$ cat config.mk
export PLATFORM = sky130hd
export DESIGN_NAME = ffha_ctrl
export DESIGN_NICKNAME = d
export VERILOG_FILES = /design/src/hw/rtl/first_fit_heap_allocator_defines.svh /design/src/hw/rtl/ffha_pkg.sv /design/src/hw/rtl/ffha_ctrl.sv
export SDC_FILE = /design/constraint.sdc
export NUM_CORES = 1
export LEC_CHECK = 0
export BUFFER_PORTS_ARGS = -buffer_cell sky130_fd_sc_hd__buf_2
export CELL_PAD_IN_SITES_DETAIL_PLACEMENT = 1
export CELL_PAD_IN_SITES_GLOBAL_PLACEMENT = 1
export CORE_AREA = 3 3 48 50
export DETAILED_ROUTE_END_ITERATION = 10
export DIE_AREA = 0 0 51 53
export HOLD_SLACK_MARGIN = 0.15
export PLACE_DENSITY = 0.74
export SETUP_SLACK_MARGIN = 0.3
export SLEW_MARGIN = 30
export SYNTH_ARGS = -nofsm -noshare
export SYNTH_HDL_FRONTEND = slang
export SYNTH_SLANG_ARGS = --single-unit
$ cat constraint.sdc
create_clock -name clk -period 1.75 [get_ports clk]
set_clock_uncertainty 0.05 [all_clocks]
set_input_delay 0.2625 -clock clk [delete_from_list [all_inputs] [get_ports clk]]
set_output_delay 0.2625 -clock clk [all_outputs]
set_load 0.02 [all_outputs]
$ cat src/hw/rtl/first_fit_heap_allocator_defines.svh
// ----------------------------------------------------------------------------
// Assertion macros for the first-fit heap allocator
// Short forms for clocked implication checks with an active-low reset.
// ----------------------------------------------------------------------------
`ifndef FIRST_FIT_HEAP_ALLOCATOR_DEFINES_SVH
`define FIRST_FIT_HEAP_ALLOCATOR_DEFINES_SVH

// Same-cycle implication.
`define FFHA_ASSERT_IMP(label, clk_sig, rst_n_sig, ante, cons, msg) \
	label: assert property (@(posedge clk_sig) disable iff (!rst_n_sig) \
		(ante) |-> (cons)) else $error(msg);

// Next-cycle implication.
`define FFHA_ASSERT_NXT(label, clk_sig, rst_n_sig, ante, cons, msg) \
	label: assert property (@(posedge clk_sig) disable iff (!rst_n_sig) \
		(ante) |=> (cons)) else $error(msg);

`endif

$ cat src/hw/rtl/ffha_pkg.sv
// ----------------------------------------------------------------------------
// ffha_pkg
// Shared constants, codes and controller/datapath interface types.
// ----------------------------------------------------------------------------
package ffha_pkg;

	localparam int HEAP_WORDS  = 2048;
	localparam int ADDR_W      = 11;
	localparam int DATA_W      = 16;
	localparam int SIZE_W      = 12;
	localparam int HDR_WORDS   = 2;
	localparam int SIZE_MAX    = 4095;

	typedef enum logic [1:0] {
		REQ_READ  = 2'd0,
		REQ_WRITE = 2'd1,
		REQ_ALLOC = 2'd2,
		REQ_FREE  = 2'd3
	} req_t;

	localparam logic [1:0] ST_OK    = 2'd0;
	localparam logic [1:0] ST_NOFIT = 2'd1;
	localparam logic [1:0] ST_FULL  = 2'd2;

	typedef enum logic [2:0] {
		RES_OK,
		RES_READ,
		RES_ALLOC,
		RES_NOFIT,
		RES_FULL
	} res_sel_t;

	typedef struct packed {
		logic     clear_step;
		logic     req_load;
		logic     scan_clear;
		logic     seg_read;
		logic     seg_update;
		logic     seg_append;
		logic     ram_wr_req;
		logic     hdr0_wr;
		logic     hdr1_wr;
		logic     ram_rd_req;
		logic     ram_rd_free;
		logic     out_load;
		res_sel_t res_sel;
	} ffha_cmd_t;

	typedef struct packed {
		req_t req_type;
		logic table_full;
		logic scan_hit;
		logic scan_end;
		logic clr_last;
		logic out_free;
	} ffha_sts_t;

endpackage

$ cat src/hw/rtl/ffha_ctrl.sv
// ----------------------------------------------------------------------------
// ffha_ctrl
// Request sequencer: heap clearing after reset, dispatch and result handoff.
// ----------------------------------------------------------------------------
module ffha_ctrl
	import ffha_pkg::*;
(
	input  logic      clk,
	input  logic      arst_n,
	input  logic      s_tvalid,
	output logic      s_tready,
	input  ffha_sts_t sts,
	output ffha_cmd_t cmd
);

	typedef enum logic [3:0] {
		CLEAR,
		IDLE,
		EXEC,
		RD_WAIT,
		SCAN,
		HDR0,
		HDR1,
		FREE_WAIT,
		RESP
	} state_t;

	state_t   state_q;
	res_sel_t res_sel_q;

	assign s_tready = (state_q == IDLE);

	always_comb begin
		cmd             = '0;
		cmd.res_sel     = res_sel_q;
		cmd.clear_step  = (state_q == CLEAR);
		cmd.req_load    = (state_q == IDLE) && s_tvalid;
		cmd.scan_clear  = (state_q == EXEC) && (sts.req_type == REQ_ALLOC);
		cmd.ram_wr_req  = (state_q == EXEC) && (sts.req_type == REQ_WRITE);
		cmd.ram_rd_req  = (state_q == EXEC) && (sts.req_type == REQ_READ);
		cmd.ram_rd_free = (state_q == EXEC) && (sts.req_type == REQ_FREE) && !sts.table_full;
		cmd.seg_read    = (state_q == SCAN) && !sts.scan_hit && !sts.scan_end;
		cmd.seg_update  = (state_q == HDR0);
		cmd.hdr0_wr     = (state_q == HDR0);
		cmd.hdr1_wr     = (state_q == HDR1);
		cmd.seg_append  = (state_q == FREE_WAIT);
		cmd.out_load    = (state_q == RESP) && sts.out_free;
	end

	always_ff @(posedge clk or negedge arst_n) begin
		if (!arst_n) begin
			state_q   <= CLEAR;
			res_sel_q <= RES_OK;
		end else begin
			case (state_q)
				CLEAR: begin
					if (sts.clr_last) state_q <= IDLE;
				end
				IDLE: begin
					if (s_tvalid) state_q <= EXEC;
				end
				EXEC: begin
					case (sts.req_type)
						REQ_READ: begin
							state_q <= RD_WAIT;
						end
						REQ_WRITE: begin
							res_sel_q <= RES_OK;
							state_q   <= RESP;
						end
						REQ_ALLOC: begin
							state_q <= SCAN;
						end
						REQ_FREE: begin
							if (sts.table_full) begin
								res_sel_q <= RES_FULL;
								state_q   <= RESP;
							end else begin
								state_q <= FREE_WAIT;
							end
						end
						default: state_q <= IDLE;
					endcase
				end
				RD_WAIT: begin
					res_sel_q <= RES_READ;
					state_q   <= RESP;
				end
				SCAN: begin
					if (sts.scan_hit) begin
						state_q <= HDR0;
					end else if (sts.scan_end) begin
						res_sel_q <= RES_NOFIT;
						state_q   <= RESP;
					end
				end
				HDR0: begin
					state_q <= HDR1;
				end
				HDR1: begin
					res_sel_q <= RES_ALLOC;
					state_q   <= RESP;
				end
				FREE_WAIT: begin
					res_sel_q <= RES_OK;
					state_q   <= RESP;
				end
				RESP: begin
					if (sts.out_free) state_q <= IDLE;
				end
				default: state_q <= IDLE;
			endcase
		end
	end

endmodule

==> impl_metrics.toml, run 1 <==
[status]
outcome = "complete, but fails checks"
violations = "setup timing"

[cells_and_area]
synthToLayoutAreaGrowth_pct = 119
fin_cells = 140
final_common_cell = "buf_6"
drive_gt1_share_pct = 76.1
n_antenna_cell = 0
fin_nets = 124
final_cell_mix = "buf_6 (21), buf_4 (19), buf_2 (13)"
final_util_pct = 60.7

[clocking]
clk_latency_ns = 0.25
h-tree-depth = 1
cts_tree = "yes"
cts-root-buf = "clkbuf_4"
cts.sinks = 7
numCtsBuffers = 3
path_clk_slew_ns = 0.05
clock_path_buffers = 2

[grt]
antenna_found_initial = 0
grtUsageTotal_pct = 18.8
grt_start_max_net_pins = 12
grt_overflow_total = 0
grt_pass1_wl_um = 3730
grt_pass1_vias = 753

[min_path]
min_path_type = "input pin to async pin"

[detailed_routing]
wl_per_cell_um = 17.9
drc = 0
routed_via_density = 4.94
wl_um = 2500
drt_iter0_markers = 6
detail-route-antenna-nets = 0
first_pass_iters = 4
via_count = 692

[sta]
layout_setup_ws_ns = -0.224
hold_slack_ns = 0.324
post-route-period-util_pct = 113
slew_headroom_pct = 78.5
tightest_slew_ns = 0.322
hold_viol_final = 0
drv_slew = 0
setup_viol = 13
fmax_ghz = 0.506
rsz0062_at_grt = "true"
fin_crit_ns = 1.97

[synth]
ys_seq_elements = 7
syn_avg_cell_area_um2 = 8.97
yosysSeqAreaShare_pct = 32.6
synth_enable_flop_cells = 0
synthFlopType = "dfrtp_1"
yosysUniqueCellTypes = 31
async_flop_share_pct = 100
syn_inst = 60
syn_nets = 70
yosysWarnings = 0
syn_area_um2 = 538

[die]
die_height_um = 53
top_level_ports = 26
initial_core_util_pct = 27.7
rows = 16
core_region_area_mm2 = 0.00194
die_area_mm2 = 0.00270
die_w_um = 51

[placement]
place_congestion = 0.712
dp_hpwl_um = 1460
dp.cells = 116
port_buffers = 25
place_ws_ns = -0.00310

[job]
maxCapViolCount = 0

[critical_path]
crit_path_start_kind = "flip-flop"
required_ns = 1.44
crit_path_end_kind = "output pin"
arrival_ns = 1.66
cpPeakStageDelay_ns = 0.55
cp_slowest_cell = "or4b_4"
path_buf_inv = 1
crit_family = "simple AND/OR/NAND/NOR gates"
path_max_fanout = 3
crit_type = "flip-flop to output pin"
path_cells = "or4b_4 > or2_4 > nor2_4 > buf_6"

[pwr]
p_per_area_mw_per_mm2 = 1590
leakagePower_nw = 0.560
ir_drop_uv = 833
==> layer usage <==
layer | routed length, um | vias to the layer above | GRT usage, %
li1 | - | 319 | -
met1 | 939 | 346 | 18.3
met2 | 1390 | 23 | 39.5
met3 | 118 | 4 | 3.38
met4 | 57 | 0 | 4.93
met5 | 0 | - | 0
==> Yosys cell counts (all sizes together) (2+ instances only) <==
cell	count	area, um^2
dfrtp	7	175
nor2	6	22.5
nor3	6	30.0
buf	4	28.8
mux2	4	45.0
nand2	3	11.3
nand2b	3	18.8
or2	3	18.8
a211o	2	17.5
a21oi	2	13.8
and2	2	12.5
inv	2	7.51
nor2b	2	12.5
==> path summary, 6_finish.rpt <==
path | to | startpoint | cells after the start | slack [ns]
worst min-delay path | res_sel_q[1] | arst_n | 2 | 0.32
worst max register to register | state_q[0] | state_q[0] | 5 | -0.05
worst max-delay path | cmd[4] | state_q[2] | 4 | -0.22
worst min register to register | res_sel_q[2] | res_sel_q[2] | 1 | 0.46
min in group clk | state_q[2] | sts[4] | 3 | 0.34
max in group asynchronous | state_q[1] | arst_n | 2 | 1.16
==> worst register-to-register path, stage by stage (launching register included) <==
cell and delay [ns]:
dfrtp_1 0.39, buf_4 0.16, or2_4 0.24, nor4b_2 0.32
a211o_1 0.21, mux2_4 0.31
==> where the power goes <==
group | internal [mW] | switching (mW)
combinational | 0.775 | 0.694
clock | 0.0868 | 0.0571
sequential | 0.225 | 0.0359
total | 1.09 | 0.787
==> kinds of logic after synthesis <==
| family | count (synthesis) | share of synthesized area (%) |
|---|---|---|
| simple gates | 32 | 36.5 |
| flops | 7 | 32.6 |
| buf+inv | 7 | 7.44 |
| compound gates | 9 | 13.3 |
| mux | 5 | 10.2 |
==> state kept, by name (all words and copies together) (netlist names) <==
signal / flops
res_sel_q: 3
state_q: 4
==> area by class of cell <==
cell class | instances | area [um^2]
sequential | 7 | 175
tap | 27 | 33.8
inverter | 2 | 10.0
timing repair buffer | 54 | 454
fill | 224 | 763
clock buffer | 4 | 26.3
multi-input combinational | 46 | 479
==> per-stage QoR <==
step                cell area, um^2  power (mW)  setup TNS (ns)
floorplan                       589       0.795               0
global placement                779        1.03               0
global route                   1180        1.98           -1.91
detailed placement              779        1.05        -0.00360
finish                         1180        1.87           -1.08
CTS                            1090        1.65          -0.943
==> repair_timing <==
| action | 4_1_cts | 5_1_grt |
|---|---|---|
| endpoints found under the hold margin | 7 | 0 |
| pin swaps | 8 | 7 |
| hold buffers | 1 | 0 |
| setup endpoints to repair | 20 | 20 |
| setup buffers | 13 | 6 |
| gates cloned | 0 | 0 |
| resized for setup | 49 | 10 |
(Power assumes the default switching activity.)
==> run 2, diff against run 1 <==
--- a/config.mk
+++ b/config.mk
@@ -13,6 +13,7 @@
 export DIE_AREA = 0 0 51 53
 export HOLD_SLACK_MARGIN = 0.15
 export PLACE_DENSITY = 0.74
+export REMOVE_ABC_BUFFERS = 1
 export SETUP_SLACK_MARGIN = 0.3
 export SLEW_MARGIN = 30
 export SYNTH_ARGS = -nofsm -noshare
==> impl_metrics.toml, run 2 (synthesis results as in run 1) <==
[status]
outcome = "complete, but fails checks"
violations = "setup timing"

[cells_and_area]
synthToLayoutAreaGrowth_pct = 128
final_common_cell = "buf_6"
fin_nets = 125
drive_gt1_share_pct = 75.4
regMostFlops = "state_q"
final_cell_mix = "buf_6 (23), buf_4 (16), buf_2 (12)"
top_regs = "state_q (4), res_sel_q (3)"
n_antenna_cell = 0
fillers = 209
largest_reg_flops = 4

[sta]
drv_slew = 0
hold_viol_final = 0
post-route-period-util_pct = 116
setup_viol = 15
tightest_slew_ns = 0.328
rsz0062_at_grt = "true"
slew_headroom_pct = 78.1
fin_crit_ns = 2.03
layout_setup_ws_ns = -0.278
fmax_ghz = 0.493
finalSetupTns_ns = -1.64
hold_slack_ns = 0.323

[detailed_routing]
via_count = 680
detail-route-antenna-nets = 0
first_pass_iters = 4
wl_um = 2710
routed_via_density = 4.82
wl_per_cell_um = 19.2
drc = 0
drt_iter0_markers = 7

[pwr]
leakagePower_nw = 0.582
ir_drop_uv = 843
swShare_pct = 41.6
pwr-share-comb_pct = 79.6
p_switching_mw = 0.837
p_int_mw = 1.18
p_per_area_mw_per_mm2 = 1640
pwr-share-seq_pct = 13.2
clkPwrFrac_pct = 7.1

[placement]
place_congestion = 0.781
port_buffers = 25
dp_hpwl_um = 1300

[critical_path]
arrival_ns = 1.72
worst-r2r-cell-count = 8
crit_type = "flip-flop to output pin"
path_max_fanout = 3
rrSetupSlack_ns = -0.07
crit_path_end_kind = "output pin"
critPathLaunch = "state_q[2]"
required_ns = 1.44
crit_path_start_kind = "flip-flop"
reg2reg_from = "state_q[0]"
reg2reg_to = "res_sel_q[0]"

[grt]
grt_pass1_wl_um = 3430
grt_pass1_vias = 720
grtUsageTotal_pct = 17.6
grt_start_max_net_pins = 12
grt_overflow_total = 0
antenna_found_initial = 0

[clocking]
cts-root-buf = "clkbuf_4"
cts_tree = "yes"
path_clk_slew_ns = 0.05
h-tree-depth = 1
numCtsBuffers = 3
clk_latency_ns = 0.24
clock_path_buffers = 2
cts.sinks = 7

[die]
die_height_um = 53
initial_core_util_pct = 27.7
core_region_area_mm2 = 0.00194
rows = 16
die_area_mm2 = 0.00270
die_w_um = 51
top_level_ports = 26

[min_path]
min_path_type = "input pin to async pin"

[job]
maxCapViolCount = 0
-- run 2: layout make-up --
type | count | area [um^2] | area share [%]
clock buffer | 4 | 26.3 | 2.14
inverter | 2 | 7.51 | 0.612
multi-input combinational | 46 | 490 | 40.0
sequential | 7 | 175 | 14.3
tap | 27 | 33.8 | 2.75
timing repair buffer | 55 | 494 | 40.3
-- run 2: metrics by stage --
| stage | total power [mW] | instance area [um^2] | instances | util [%] | worst slack [ns] |
|---|---|---|---|---|---|
| 6_report | 2.01 | 1230 | 141 | 63.2 | -0.278 |
| 2_1_floorplan | 0.699 | 505 | 55 | - | -0.137 |
| 4_1_cts | 1.68 | 1050 | 130 | 53.9 | -0.241 |
| 3_5_place_dp | 1.01 | 732 | 116 | 37.7 | -0.0140 |
| 5_1_grt | 2.11 | 1230 | 141 | 63.2 | -0.330 |
| 3_3_place_gp | 0.979 | 732 | 116 | 37.7 | 0.00557 |
-- run 2: worst max-delay path by stage --
stage                            end  slack (ns)  depth (start not counted)
after floorplan               cmd[4]       -0.14                          3
after global placement    state_q[0]       0.006                          4
after detailed placement  state_q[0]       -0.01                          4
after CTS                     cmd[4]       -0.24                          4
after global routing          cmd[4]       -0.33                          4
final                         cmd[4]       -0.28                          4
-- run 2: power groups by stage --
stage / Combinational (mW) / Sequential, mW / Clock [mW]
5_1_grt: 1.68 / 0.271 / 0.157
3_3_place_gp: 0.717 / 0.262 / 0
2_1_floorplan: 0.357 / 0.342 / 0
3_5_place_dp: 0.736 / 0.269 / 0
6_report: 1.60 / 0.267 / 0.143
4_1_cts: 1.27 / 0.262 / 0.151
-- run 2: worst max-delay path, cell delays in order, from the launching register on --
cell and delay, ns:
dfrtp_1 0.39, or4b_4 0.56, or2_4 0.28, nor2_4 0.12, buf_6 0.12
-- run 2: per-layer routing --
layer	up-vias	GRT usage (%)	routed length (um)
li1	322	-	-
met1	330	17.4	1090
met2	22	35.6	1440
met3	6	2.54	128
met4	0	7.62	45
met5	-	0	0
-- run 2: what timing repair did --
item	in CTS	in global routing
setup endpoints to repair	20	20
hold buffers	1	0
endpoints found under the hold margin	7	0
buffers inserted	9	11
pin swaps	9	10
resized for setup	54	24
